**config.mk**
```make
export PLATFORM = sky130hd
export DESIGN_NAME = button_press_classifier
export DESIGN_NICKNAME = d
export VERILOG_FILES = /design/src/hdl/bpc_pkg.sv /design/src/hdl/bpc_cfg_regs.sv /design/src/hdl/bpc_classify.sv /design/src/hdl/button_press_classifier.sv
export VERILOG_INCLUDE_DIRS = /design/src /design/src/hdl
export SDC_FILE = /design/constraint.sdc
export NUM_CORES = 1
export LEC_CHECK = 0
export BUFFER_PORTS_ARGS = -buffer_cell sky130_fd_sc_hd__buf_2
export CORE_UTILIZATION = 27
export DETAILED_ROUTE_END_ITERATION = 10
export MAX_ROUTING_LAYER = met4
export PLACE_DENSITY_LB_ADDON = 0.15
export SLEW_MARGIN = 20
export SYNTH_ARGS = -nofsm -noshare
export SYNTH_HDL_FRONTEND = slang
export SYNTH_SLANG_ARGS = --single-unit
```
**constraint.sdc**
```tcl
create_clock -name clk -period 7 [get_ports clk]
set_clock_uncertainty 0.05 [all_clocks]
set_input_delay 1.4 -clock clk [delete_from_list [all_inputs] [get_ports clk]]
set_output_delay 1.4 -clock clk [all_outputs]
set_load 0.01 [all_outputs]
```
**src/hdl/assert_macros.svh**
```systemverilog
// Assertion helpers shared by the RTL. Define ASSERT_OFF to compile them out.
`ifndef ASSERT_MACROS_SVH
`define ASSERT_MACROS_SVH

`ifndef ASSERT_OFF
`define ASSERT_CLK(lbl, clk, rstn, prop, msg) \
  lbl: assert property (@(posedge clk) disable iff (!rstn) (prop)) else $error(msg);
`define ASSERT_NEVER(lbl, clk, rstn, cond, msg) \
  lbl: assert property (@(posedge clk) disable iff (!rstn) !(cond)) else $error(msg);
`else
`define ASSERT_CLK(lbl, clk, rstn, prop, msg)
`define ASSERT_NEVER(lbl, clk, rstn, cond, msg)
`endif

`endif

```
**src/hdl/bpc_pkg.sv**
```systemverilog
`default_nettype none
package bpc_pkg;

  localparam int HOLD_COUNT_BITS_DEF = 16;
  localparam int CHECK_W             = 8;
  localparam int THR_W               = 16;
  localparam int CFG_IDX_W           = 3;
  localparam int CFG_DATA_W          = 16;

  localparam logic [CHECK_W-1:0] ENTRY_CHECKS_RST = 8'd10;
  localparam logic [CHECK_W-1:0] EXIT_CHECKS_RST  = 8'd10;
  localparam logic [THR_W-1:0]   SHORT_THR_RST    = 16'd5;
  localparam logic [THR_W-1:0]   LONG_THR_RST     = 16'd100;
  localparam logic [THR_W-1:0]   HOLD_THR_RST     = 16'd300;

  typedef enum logic [CFG_IDX_W-1:0] {
    CFG_ENTRY_CHECKS = 3'd0,
    CFG_EXIT_CHECKS  = 3'd1,
    CFG_SHORT_THR    = 3'd2,
    CFG_LONG_THR     = 3'd3,
    CFG_HOLD_THR     = 3'd4
  } cfg_index_t;

  typedef struct packed {
    logic [CHECK_W-1:0] entry_checks;
    logic [CHECK_W-1:0] exit_checks;
    logic [THR_W-1:0]   short_threshold;
    logic [THR_W-1:0]   long_threshold;
    logic [THR_W-1:0]   hold_threshold;
  } cfg_regs_t;

  typedef struct packed {
    logic hold_active;
    logic hold_release;
    logic long_press;
    logic short_press;
    logic fast_press;
  } result_t;

endpackage
`default_nettype wire

```
**src/hdl/bpc_cfg_regs.sv**
```systemverilog
`default_nettype none
module bpc_cfg_regs (
  input  wire logic                             clk,
  input  wire logic                             rst_n,
  input  wire logic                             wr_en,
  input  wire logic [bpc_pkg::CFG_IDX_W-1:0]    wr_index,
  input  wire logic [bpc_pkg::CFG_DATA_W-1:0]   wr_data,
  output bpc_pkg::cfg_regs_t                    cfg
);

  bpc_pkg::cfg_regs_t cfg_r;

  always_ff @(posedge clk) begin
    if (!rst_n) begin
      cfg_r.entry_checks    <= bpc_pkg::ENTRY_CHECKS_RST;
      cfg_r.exit_checks     <= bpc_pkg::EXIT_CHECKS_RST;
      cfg_r.short_threshold <= bpc_pkg::SHORT_THR_RST;
      cfg_r.long_threshold  <= bpc_pkg::LONG_THR_RST;
      cfg_r.hold_threshold  <= bpc_pkg::HOLD_THR_RST;
    end else if (wr_en) begin
      unique case (bpc_pkg::cfg_index_t'(wr_index))
        bpc_pkg::CFG_ENTRY_CHECKS: cfg_r.entry_checks <= wr_data[bpc_pkg::CHECK_W-1:0];
        bpc_pkg::CFG_EXIT_CHECKS:  cfg_r.exit_checks  <= wr_data[bpc_pkg::CHECK_W-1:0];
        bpc_pkg::CFG_SHORT_THR:    cfg_r.short_threshold <= wr_data[bpc_pkg::THR_W-1:0];
        bpc_pkg::CFG_LONG_THR:     cfg_r.long_threshold  <= wr_data[bpc_pkg::THR_W-1:0];
        bpc_pkg::CFG_HOLD_THR:     cfg_r.hold_threshold  <= wr_data[bpc_pkg::THR_W-1:0];
        default: ;
      endcase
    end
  end

  assign cfg = cfg_r;

endmodule
`default_nettype wire

```
**src/hdl/bpc_classify.sv**
```systemverilog
`default_nettype none
`include "assert_macros.svh"
module bpc_classify #(
  parameter int HOLD_COUNT_BITS = bpc_pkg::HOLD_COUNT_BITS_DEF
) (
  input  wire logic           clk,
  input  wire logic           rst_n,
  input  wire logic           step_en,
  input  wire logic           level,
  input  wire bpc_pkg::cfg_regs_t cfg,
  output bpc_pkg::result_t    res
);

  localparam int CMP_W = (HOLD_COUNT_BITS > bpc_pkg::THR_W) ? HOLD_COUNT_BITS
                                                            : bpc_pkg::THR_W;
  localparam logic [HOLD_COUNT_BITS-1:0] HOLD_MAX = {HOLD_COUNT_BITS{1'b1}};

  logic                            pressed_r, pressed_nxt;
  logic [bpc_pkg::CHECK_W-1:0]     deb_cnt_r, deb_cnt_nxt;
  logic [HOLD_COUNT_BITS-1:0]      hold_ticks_r, hold_ticks_nxt;
  logic                            short_r, short_nxt;
  logic                            long_r, long_nxt;
  logic                            hold_r, hold_nxt;
  logic [bpc_pkg::CHECK_W-1:0]     deb_inc;
  logic [HOLD_COUNT_BITS-1:0]      ticks_inc;
  logic [CMP_W-1:0]                ticks_ext;

  assign deb_inc   = deb_cnt_r + 1'b1;
  assign ticks_inc = (hold_ticks_r != HOLD_MAX) ? hold_ticks_r + 1'b1 : hold_ticks_r;
  assign ticks_ext = CMP_W'(ticks_inc);

  always_comb begin
    pressed_nxt    = pressed_r;
    deb_cnt_nxt    = deb_cnt_r;
    hold_ticks_nxt = hold_ticks_r;
    short_nxt      = short_r;
    long_nxt       = long_r;
    hold_nxt       = hold_r;
    res            = '0;
    if (!pressed_r) begin
      if (level) begin
        deb_cnt_nxt = '0;
      end else if (deb_inc >= cfg.entry_checks) begin
        res.fast_press = 1'b1;
        deb_cnt_nxt    = '0;
        hold_ticks_nxt = '0;
        pressed_nxt    = 1'b1;
      end else begin
        deb_cnt_nxt = deb_inc;
      end
    end else if (!level) begin
      deb_cnt_nxt    = '0;
      hold_ticks_nxt = ticks_inc;
      if (ticks_ext > CMP_W'(cfg.short_threshold)) begin
        short_nxt = 1'b1;
      end
      if (ticks_ext > CMP_W'(cfg.long_threshold)) begin
        short_nxt = 1'b0;
        long_nxt  = 1'b1;
      end
      if (ticks_ext > CMP_W'(cfg.hold_threshold)) begin
        long_nxt = 1'b0;
        hold_nxt = 1'b1;
      end
    end else if (deb_inc >= cfg.exit_checks) begin
      res.short_press  = short_r;
      res.long_press   = long_r;
      res.hold_release = hold_r;
      short_nxt        = 1'b0;
      long_nxt         = 1'b0;
      hold_nxt         = 1'b0;
      hold_ticks_nxt   = '0;
      deb_cnt_nxt      = '0;
      pressed_nxt      = 1'b0;
    end else begin
      deb_cnt_nxt = deb_inc;
    end
    res.hold_active = hold_nxt;
  end

  always_ff @(posedge clk) begin
    if (!rst_n) begin
      pressed_r    <= 1'b0;
      deb_cnt_r    <= '0;
      hold_ticks_r <= '0;
      short_r      <= 1'b0;
      long_r       <= 1'b0;
      hold_r       <= 1'b0;
    end else if (step_en) begin
      pressed_r    <= pressed_nxt;
      deb_cnt_r    <= deb_cnt_nxt;
      hold_ticks_r <= hold_ticks_nxt;
      short_r      <= short_nxt;
      long_r       <= long_nxt;
      hold_r       <= hold_nxt;
    end
  end

  `ASSERT_NEVER(a_flags_idle, clk, rst_n, !pressed_r && (short_r || long_r || hold_r), "classification set while released")
  `ASSERT_NEVER(a_ticks_idle, clk, rst_n, !pressed_r && (hold_ticks_r != '0), "hold counter nonzero while released")
  `ASSERT_CLK(a_ticks_step, clk, rst_n, step_en && pressed_r && !level && (hold_ticks_r != HOLD_MAX) |=> hold_ticks_r == HOLD_COUNT_BITS'($past(hold_ticks_r) + 1'b1), "hold counter did not advance")

endmodule
`default_nettype wire

```
**src/hdl/button_press_classifier.sv**
```systemverilog
// Pipeline: an accepted sample is held in the input register (s1), and its result moves
// into the output result register when s1 fires; a stall on out_tready holds it in s1.
// Throughput: one sample per cycle while out_tready keeps up; while a result waits on
// out_tready, the input register takes at most one more sample and in_tready then drops.
// Reset: synchronous, active low; clears the classifier state, the pipeline valids
// and restores the default limits and thresholds. No clearing pass is needed.
`default_nettype none
`include "assert_macros.svh"
module button_press_classifier #(
  parameter int HOLD_COUNT_BITS = bpc_pkg::HOLD_COUNT_BITS_DEF
) (
  input  wire logic                           clk,
  input  wire logic                           rst_n,
  input  wire logic                           in_tvalid,
  output      logic                           in_tready,
  input  wire logic [7:0]                     in_tdata,  // [0] button_level
  output      logic                           out_tvalid,
  input  wire logic                           out_tready,
  // [0] fast_press, [1] short_press, [2] long_press, [3] hold_release, [4] hold_active
  output      logic [7:0]                     out_tdata,
  input  wire logic                           cfg_valid,
  output      logic                           cfg_ready,
  input  wire logic [bpc_pkg::CFG_IDX_W-1:0]  cfg_index,
  input  wire logic [bpc_pkg::CFG_DATA_W-1:0] cfg_data
);

  bpc_pkg::cfg_regs_t cfg;
  bpc_pkg::result_t   res;
  bpc_pkg::result_t   out_res_r;
  logic               s1_valid_r;
  logic               s1_level_r;
  logic               out_valid_r;
  logic               s1_fire;

  assign cfg_ready = 1'b1;
  assign s1_fire   = s1_valid_r && (!out_valid_r || out_tready);
  assign in_tready = !s1_valid_r || s1_fire;

  bpc_cfg_regs u_cfg (
    .clk      (clk),
    .rst_n    (rst_n),
    .wr_en    (cfg_valid && cfg_ready),
    .wr_index (cfg_index),
    .wr_data  (cfg_data),
    .cfg      (cfg)
  );

  bpc_classify #(
    .HOLD_COUNT_BITS (HOLD_COUNT_BITS)
  ) u_classify (
    .clk     (clk),
    .rst_n   (rst_n),
    .step_en (s1_fire),
    .level   (s1_level_r),
    .cfg     (cfg),
    .res     (res)
  );

  always_ff @(posedge clk) begin
    if (!rst_n) begin
      s1_valid_r <= 1'b0;
    end else if (in_tready) begin
      s1_valid_r <= in_tvalid;
    end
  end

  always_ff @(posedge clk) begin
    if (in_tvalid && in_tready) begin
      s1_level_r <= in_tdata[0];
    end
  end

  always_ff @(posedge clk) begin
    if (!rst_n) begin
      out_valid_r <= 1'b0;
    end else if (s1_fire) begin
      out_valid_r <= 1'b1;
    end else if (out_tready) begin
      out_valid_r <= 1'b0;
    end
  end

  always_ff @(posedge clk) begin
    if (s1_fire) begin
      out_res_r <= res;
    end
  end

  assign out_tvalid = out_valid_r;
  assign out_tdata  = {3'b000, out_res_r};

  `ASSERT_CLK(a_fast_no_hold, clk, rst_n, out_valid_r && out_res_r.fast_press |-> !out_res_r.hold_active && !out_res_r.short_press && !out_res_r.long_press && !out_res_r.hold_release, "press accepted together with release or hold")
  `ASSERT_CLK(a_release_clears, clk, rst_n, out_valid_r && (out_res_r.short_press || out_res_r.long_press || out_res_r.hold_release) |-> !out_res_r.hold_active, "hold still active after release")

endmodule
`default_nettype wire

```
Yosys cells after proc, flatten, opt, wreduce, memory -nomap -nowiden

Cells that the tools add are included.

Register bits after elaboration: 100
Input port bits: 32
Output and inout bits: 11
Word-level logic and storage cells: 82

Add/sub/neg operators: 2
Magnitude comparators: 5
Equality and inequality tests: 7
Muxes and demuxes: 29
Reduce and logical (&&, ||, !) cells: 20

Operators by type and width:

| cell                                                                    | number |
|---|---|
| 16-bit two-way mux                                                      | 6 |
| 16-bit > comparator                                                     | 3 |
| 8-bit two-way mux                                                       | 5 |
| 1-bit two-way mux                                                       | 18 |
| 16-bit by 1-bit adder with 16-bit output, second input constant         | 1 |
| 8-bit >= comparator                                                     | 2 |
| 16-bit inequality test, second input constant                           | 1 |
| 4-bit AND reduction                                                     | 3 |
| 2-bit AND reduction                                                     | 5 |
| 8-bit by 1-bit adder with 8-bit output, second input constant           | 1 |
| 3-bit by 2-bit equality test with 1-bit output, second input constant   | 2 |
| 3-bit nonzero test                                                      | 2 |
| 2-bit by 1-bit inequality test with 1-bit output, second input constant | 2 |
| 2-bit nonzero test                                                      | 2 |
| 3-bit by 1-bit equality test with 1-bit output, second input constant   | 1 |
| 3-bit equality test, second input constant                              | 1 |
| 3-bit logical NOT                                                       | 1 |
| 3-bit AND reduction                                                     | 1 |
| 1-bit logical AND                                                       | 2 |
| 1-bit logical NOT                                                       | 2 |
| 1-bit logical OR                                                        | 2 |

Longest topological paths before layout

Gate-level depths: netlist of the first run.

Depth in word-level cells: 6
Depth in mapped cells: 14
Gate-level depth less buffers: 13

Cells and area by module

A second synthesis of the first run with hierarchy kept.

Cells, all modules: 703
Area total of the unflattened synthesis: 6109.6 sq um

Modules (own cells, without submodules):

| module                  | instances | cells each | area an instance (sq um) | sequential area each (sq um) |
|---|---|---|---|---|
| bpc_classify            | 1         | 444        | 3338.2                   | 560.5 |
| bpc_cfg_regs            | 1         | 238        | 2449.8                   | 1281.2 |
| button_press_classifier | 1         | 21         | 321.6                    | 220.2 |

Worst setup path after synthesis of the first run

Ideal clock, no wire load.

Path type: reg-to-reg
Start: register u_classify.hold_ticks_r[0]
End: register u_classify.short_r
Setup time: 0.117 ns
Arrival time: 3.576 ns
Required time: 6.833 ns
Path slack: 3.258 ns
Stages on the path, launching flop included: 14
Path buffers: 0
Period minus slack after synthesis: 3.742 ns
Cell sequence: dfxtp_1 > ha_1 > nand3_1 > nor4_4 > nor4b_1 > or2b_2 > xnor2_1 > ha_1 > nand4_1 > nor4_1 > nand2_1 > or3_1 > a41oi_1 > and4b_1

Cells in the longest elaborated chain, start to end: 5
Elaborated cells between the ends (all ways): 9
Those cells by class: 1 x add/sub; 2 x order compare; 1 x eq/ne; 3 x mux; 2 x reduce/logical

RTL lines:

| item                                                                               | line                                   | RTL |
|---|---|---|
| start: declaration                                                                 | bpc_classify.sv:20                     | `logic [HOLD_COUNT_BITS-1:0] hold_ticks_r, hold_ticks_nxt;` |
| start signal: assignment                                                           | bpc_classify.sv:92                     | `hold_ticks_r <= hold_ticks_nxt;` |
| 16-bit by 1-bit adder with 16-bit output or 16-bit inequality test (tied branches) | bpc_classify.sv:29                     | `assign ticks_inc = (hold_ticks_r != HOLD_MAX) ? hold_ticks_r + 1'b1 : hold_ticks_r;` |
| 16-bit two-way mux *                                                               | bpc_classify.sv:29                     |  |
| 16-bit > comparator, on equally long branches                                      | bpc_classify.sv:57, bpc_classify.sv:54 |  |
| 3-bit nonzero test (no source line) or 1-bit two-way mux (tied branches)           | -                                      |  |
| 4-bit AND reduction (no source line) or 1-bit two-way mux (tied branches)          | -                                      |  |
| end signal: assignment                                                             | bpc_classify.sv:93                     | `short_r <= short_nxt;` |
| end: declaration                                                                   | bpc_classify.sv:21                     | `logic short_r, short_nxt;` |

Every way passes the cells marked *; elsewhere a longest branch is shown, timed or not.
A chain may end at the register's enable or synchronous reset.

Worst setup path after layout of the first run

Start: register u_classify.hold_ticks_r[0]
End: register out_res_r, in the netlist out_tdata[4], data pin

Cells in the longest elaborated chain, start to end: 6
Elaborated cells between the ends (all ways): 7
Those cells by class: 1 x add/sub; 1 x order compare; 1 x eq/ne; 4 x mux

RTL lines:

| item                                                                               | line                          | RTL |
|---|---|---|
| 16-bit by 1-bit adder with 16-bit output or 16-bit inequality test (tied branches) | bpc_classify.sv:29            |  |
| 16-bit two-way mux *                                                               | bpc_classify.sv:29            |  |
| 16-bit > comparator *                                                              | bpc_classify.sv:61            | `if (ticks_ext > CMP_W'(cfg.hold_threshold)) begin` |
| 1-bit two-way mux *                                                                | bpc_classify.sv:61            |  |
| 1-bit two-way mux *                                                                | bpc_classify.sv:51            | `end else if (!level) begin` |
| 1-bit two-way mux *                                                                | bpc_classify.sv:40            | `if (!pressed_r) begin` |
| via u_classify.hold_nxt                                                            | bpc_classify.sv:23            | `logic hold_r, hold_nxt;` |
| end signal: assignment                                                             | button_press_classifier.sv:85 | `out_res_r <= res;` |
| end: declaration                                                                   | button_press_classifier.sv:29 | `bpc_pkg::result_t out_res_r;` |

Mark *: on every way through the listed nets, which the timed path passes. The rest lies on a longest branch.

==> metrics.csv, run 1 <==
stage,metric,value,unit
setup_path,Critical Path RT,7.16,ns
global_route,vias in the first global route,4738,
yosys,cell area after synthesis,5860,sq um
floorplanning,Die Y,149,um
timing,period utilization,0.655,
clock_network,Worst-Skew Late Latency,0.36,ns
setup_path,cells along the critical path,ha_1 -> nand3_1 -> nor4_4 -> nor4b_1 -> or2b_2 -> xnor2_1 -> ha_1 -> nand4_1 -> nor4_1 -> o21ai_0 -> nor4bb_1 -> nor3_1 -> o2bb2ai_1,
routing,Post-DRT Antenna Nets,0,
setup_path,reg2reg end,out_tdata[4],
setup_path,Worst Path Arrival,4.74,ns
yosys,"Seq/Total Area, Yosys",0.352,
job,Max Cap Violations,0,
routing,final wirelength,16500,um
clock_network,clk slew on worst S/H paths,0.07,ns
place,"Cell Area, Placed",6260,sq um
setup_path,Crit Path Class,register to register,
final_layout,most frequent cells in the layout,"160 x nand2_1, 94 x dfxtp_1, 78 x a21oi_1",
global_route,GRT Resource Usage Total,0.163,
final_layout,# diodes,0,
floorplanning,I/O pins,43,
routing,Vias per Instance,4.80,
setup_path,"slowest stage delay, CP",0.86,ns
clock_network,clk sink count,100,
timing,"Slew Viols, Final",0,
global_route,met1 Use GR,0.241,
routing,drt initial violations,274,
power_and_ir_drop,Worst IR Drop VDD,0.106,mV
yosys,syn_area_per_cell,7.83,sq um
yosys,#FFs+latches synth,100,
global_route,first-pass GRT wire length,26700,um
power_and_ir_drop,Lkg Pwr,2.56,nW
setup_path,Bufs and invs on worst path,0,
setup_path,crit path max fanout,7,
setup_path,CP max-delay cell,nor4b_1,
routing,routed len/inst,15.8,um
yosys,Syn Inst Count,748,
floorplanning,initial core utilization,0.277,
yosys,library cells used by synthesis,56,
yosys,yosys warns,0,
setup_path,crit path launch,u_classify.hold_ticks_r[0],
timing,Slew @ Worst Pin,1.00,ns
power_and_ir_drop,Gate power share,0.061,
timing,Max Clk Rate,0.218,GHz
clock_network,TritonCTS Buffers,9,
power_and_ir_drop,switch share,0.240,
floorplanning,DIE WIDTH,149,um
routing,DR vias,5011,
clock_network,CTS tree,done,
timing,final hold vios,0,
floorplanning,Core ar.,21200,sq um
final_layout,nets@finish,859,
clock_network,root buf cell,clkbuf_16,
power_and_ir_drop,switching pwr,0.310,mW
global_route,largest net degree at the start of global routing,47,
routing,DRC viols,0,
setup_path,CP endpoint,out_tdata[4],
setup_path,family with the most delay on the worst path,simple AND/OR/NAND/NOR gates,
floorplanning,row count,53,
yosys,Most used DFF post-synth,dfxtp_1,
global_route,initial antenna violation count,0,
clock_network,Post-CTS Resized,0,
timing,unrepaired setup endpoints after global routing,no,
power_and_ir_drop,PD cells,195,nW/um^2
floorplanning,DIE AREA,22300,sq um
power_and_ir_drop,Clk pwr share,0.483,
routing,drt first pass iters,5,
timing,Slew headroom,0.329,
final_layout,layout cells sized above 1,0.0832,
timing,TNS Setup,0,ns
yosys,Synth async-reset ratio,0,
power_and_ir_drop,sequential share of power,0.456,
global_route,global routing's busiest layer,met1,
clock_network,setup bufs post-CTS,0,
clock_network,cts hold-fix bufs,0,
global_route,Congestion Overflow GR,0,
yosys,Post-synth EDFFs,6,
place,HPWL Detailed,12100,um
timing,setup violators final,0,
worst_hold_path,worst hold stages,2,
place,GPL Wtd Cong,0.771,
setup_path,flop-to-flop setup slack,2.42,ns
outcome,status,"complete, no violations",
global_route,grt met3 use,0.0275,
power_and_ir_drop,internal power,0.984,mW
setup_path,most frequent CP cell,ha_1,
setup_path,CP Launch Type,register,
clock_network,H-tree levels,3,
clock_network,Clock Path Buffers,2,
setup_path,Reg2Reg Depth,13,
power_and_ir_drop,total power,1.29,mW
global_route,met2 usage,0.223,
final_layout,post-route cell area,6620,sq um
timing,final worst path period need,4.58,ns
final_layout,area growth from synthesis to layout,13.0,%
setup_path,RR Startpoint,u_classify.hold_ticks_r[0],
place,IO buf count,31,
worst_hold_path,Hold Path Class,register to register,
setup_path,Crit. path cell count,13,
final_layout,"commonest non-fill, non-tap cell in the layout",nand2_1,
setup_path,endpoint class of the critical path,register,
## tightest hold or removal path: stages (launching register included)
cell and delay [ns]:
dfxtp_1 0.31, nand2_1 0.05, a21oi_1 0.05
## sequential cells by signal, summed over array words and instances (netlist names)
register / cells
u_cfg.cfg: 64
s1_level_r: 1
u_classify.hold_ticks_r: 16
out_tdata: 5
s1_valid_r: 1
u_classify.short_r: 1
u_classify.hold_r: 1
u_classify.deb_cnt_r: 8
out_tvalid: 1
u_classify.pressed_r: 1
u_classify.long_r: 1
## power by group through the flow
stage | Clock [mW] | Combinational [mW] | Sequential (mW)
floorplan | 0 | 0.0483 | 0.603
finish | 0.625 | 0.0784 | 0.591
global route | 0.668 | 0.0893 | 0.592
CTS | 0.645 | 0.0796 | 0.591
detailed placement | 0 | 0.0790 | 0.604
global placement | 0 | 0.0798 | 0.604
## metal layers
layer / vias up / part of all wire
met3: 9 / 0.020
met4: 0 / 0.0075
li1: 2630 / -
met5: - / 0
met2: 47 / 0.41
met1: 2325 / 0.56
## per-stage QoR
| step | hold slack [ns] | cells | utilization | setup WS, ns |
|---|---|---|---|---|
| after global placement | 0.394 | 1028 | 0.296 | 2.41 |
| final | 0.406 | 1044 | 0.313 | 2.42 |
| after detailed placement | 0.397 | 1028 | 0.296 | 2.47 |
| after global routing | 0.424 | 1044 | 0.313 | 2.02 |
| after CTS | 0.407 | 1044 | 0.313 | 2.42 |
| after floorplan | 0.384 | 750 | - | 3.26 |
## cells in the mapped netlist (all sizes together), types with 6 or more instances
| master | count | area [sq um] |
|---|---|---|
| xnor2 | 11 | 96.3 |
| a21oi | 78 | 390 |
| clkbuf | 24 | 90.1 |
| nand4 | 19 | 119 |
| a31oi | 6 | 37.5 |
| ha | 63 | 788 |
| buf | 7 | 42.5 |
| inv | 68 | 255 |
| and2 | 6 | 37.5 |
| dfxtp | 94 | 1880 |
| xor2 | 9 | 78.8 |
| a311oi | 7 | 61.3 |
| nor3 | 6 | 30.0 |
| nand3 | 24 | 120 |
| nand2 | 160 | 601 |
| and3 | 8 | 51.3 |
| o211ai | 23 | 173 |
| o21ai | 23 | 115 |
| edfxtp | 6 | 180 |
| a211oi | 9 | 67.6 |
| nor2 | 30 | 113 |
| or3 | 7 | 43.8 |
## cells by family after synthesis
logic type,share of synthesized area
compound gates,0.182
flops,0.352
mux,0.00683
buf+inv,0.0662
fa+ha+maj,0.135
simple gates,0.227
xor+xnor,0.0299
other cells,0.00128
## worst min-delay path by stage
stage	startpoint	end	slack [ns]
floorplan	u_classify.deb_cnt_r[7]	u_classify.deb_cnt_r[7]	0.38
global placement	u_cfg.cfg[7]	u_cfg.cfg[7]	0.39
detailed placement	u_cfg.cfg[20]	u_cfg.cfg[20]	0.40
CTS	u_cfg.cfg[20]	u_cfg.cfg[20]	0.41
global route	u_cfg.cfg[20]	u_cfg.cfg[20]	0.42
finish	u_cfg.cfg[20]	u_cfg.cfg[20]	0.41
## layout make-up
cell class              count  area (sq um)
well taps                 275           344
repair buffers             34           178
clock buffers              10           250
clock inverters             6           114
flip-flops and latches    100          2060
multi-input cells         551          3420
inverters                  68           255
fillers                  2296         14500
No activity file was read; power rests on OpenSTA's default activity.
==> run 2, diff against run 1 <==
- clock period: 7 -> 4.3 ns (I/O delays scaled with it)
==> metrics.csv, run 2 (same netlist as run 1, synthesis figures left out) <==
stage,metric,value,unit
floorplanning,DIE AREA,22300,sq um
routing,routed len/inst,15.4,um
power_and_ir_drop,Worst IR Drop VDD,0.179,mV
clock_network,Clock Path Buffers,2,
timing,unrepaired setup endpoints after global routing,no,
routing,drt first pass iters,7,
place,HPWL Detailed,12200,um
timing,TNS Setup,0,ns
timing,Slew headroom,0.315,
routing,drt initial violations,347,
routing,met1 WL,9030,um
clock_network,clk sink count,100,
power_and_ir_drop,PD cells,293,nW/um^2
outcome,status,"complete, no violations",
setup_path,RR Startpoint,u_classify.hold_ticks_r[0],
timing,Max Clk Rate,0.250,GHz
job,Max Cap Violations,0,
final_layout,area growth from synthesis to layout,13.8,%
setup_path,endpoint class of the critical path,register,
timing,final worst path period need,4.00,ns
routing,Highest Signal Layer,met4,
worst_hold_path,worst hold stages,2,
floorplanning,DIE WIDTH,149,um
final_layout,max reg flops,64,
timing,Slew @ Worst Pin,1.02,ns
clock_network,Worst-Skew Late Latency,0.36,ns
power_and_ir_drop,Lkg Pwr,2.59,nW
clock_network,TritonCTS Buffers,9,
final_layout,layout cells sized above 1,0.0974,
global_route,largest net degree at the start of global routing,37,
floorplanning,Core ar.,21200,sq um
final_layout,# diodes,0,
clock_network,CTS tree,done,
floorplanning,Die Y,149,um
worst_hold_path,Min-Delay Endpoint,u_cfg.cfg[4],
place,GPL Wtd Cong,0.793,
final_layout,most frequent cells in the layout,"160 x nand2_1, 94 x dfxtp_1, 78 x a21oi_1",
clock_network,setup bufs post-CTS,0,
setup_path,reg2reg end,out_tdata[4],
floorplanning,row count,53,
power_and_ir_drop,total power,1.95,mW
global_route,vias in the first global route,4664,
routing,Post-DRT Antenna Nets,0,
routing,Vias per Instance,4.79,
routing,DRC viols,0,
final_layout,nets@finish,870,
final_layout,"commonest non-fill, non-tap cell in the layout",nand2_1,
global_route,first-pass GRT wire length,26200,um
global_route,GRT Resource Usage Total,0.158,
place,"Cell Area, Placed",6340,sq um
routing,met2 routed WL,6550,um
setup_path,CP Launch Type,register,
timing,"Slew Viols, Final",0,
timing,final hold vios,0,
worst_hold_path,Worst Hold Launch,u_cfg.cfg[4],
setup_path,Crit Path Class,register to register,
timing,setup violators final,0,
clock_network,clk slew on worst S/H paths,0.07,ns
global_route,initial antenna violation count,0,
clock_network,H-tree levels,3,
floorplanning,I/O pins,43,
clock_network,cts hold-fix bufs,0,
setup_path,crit path launch,u_classify.hold_ticks_r[0],
setup_path,Critical Path RT,4.35,ns
worst_hold_path,Hold Path Class,register to register,
setup_path,Worst Path Arrival,4.05,ns
final_layout,post-route cell area,6670,sq um
setup_path,flop-to-flop setup slack,0.30,ns
routing,routed wl met3,523,um
timing,period utilization,0.929,
global_route,Congestion Overflow GR,0,
setup_path,Reg2Reg Depth,13,
clock_network,root buf cell,clkbuf_16,
routing,DR vias,5057,
place,IO buf count,31,
floorplanning,initial core utilization,0.277,
setup_path,crit path max fanout,7,
routing,final wirelength,16300,um
[run 2: changes by cell type in the layout (fill, tap and decap cells not counted), sizes merged]
cell	previous run	this run
bufinv	3	1
clkbuf	10	9
clkinvlp	0	1
clkinv	0	3
inv	71	70
buf	34	45
[run 2: how the worst max path moves through the flow]
stage	slack, ns	end
2_1_floorplan	0.56	u_classify.short_r
3_3_place_gp	0.13	out_tdata[4]
3_5_place_dp	0.06	out_tdata[4]
4_1_cts	0.02	out_tdata[4]
5_1_grt	0.03	out_tdata[4]
6_report	0.30	out_tdata[4]
[run 2: area by class of cell]
cell class | instances | area (sq um)
clock buffers | 9 | 225
clock inverters | 7 | 83.8
fillers | 2234 | 14500
inverters | 68 | 255
multi-input cells | 551 | 3440
flip-flops and latches | 100 | 2060
well taps | 275 | 344
repair buffers | 45 | 260
[run 2: per-stage QoR]
step / setup WS, ns / hold WS (ns) / instances / utilization
after floorplan: 0.558 / 0.384 / 750 / -
final: 0.303 / 0.404 / 1055 / 0.315
after CTS: 0.0180 / 0.408 / 1055 / 0.314
after global placement: 0.134 / 0.394 / 1039 / 0.300
after detailed placement: 0.0603 / 0.398 / 1039 / 0.300
after global routing: 0.0331 / 0.428 / 1055 / 0.315
[run 2: power breakdown]
group          internal [mW]  switching (mW)
Combinational         0.0401          0.0872
Sequential             0.952         0.00961
Clock                  0.461           0.403
Total                   1.45           0.499
[run 2: what timing repair did]
action                                 in CTS  in global routing
setup endpoints to repair                   0                  4
endpoints found under the hold margin       0                  0
resized for setup                           0                  3
[run 2: critical path, cell delays in order, from the launching register on]
cell	delay (ns)
dfxtp_1	0.42
ha_1	0.21
nand3_1	0.15
or4_2	0.80
nand2_1	0.17
nor2_1	0.08
xor2_1	0.29
ha_1	0.33
a21oi_1	0.15
a21boi_0	0.09
o31a_1	0.31
nor4bb_1	0.39
nor3_1	0.14
o2bb2ai_1	0.16
[run 2: routing by layer]
layer  vias to the layer above  GRT usage
met5                         -          -
met4                         0     0.0367
met3                        14     0.0254
met2                        76      0.218
met1                      2306      0.235
li1                       2661          -
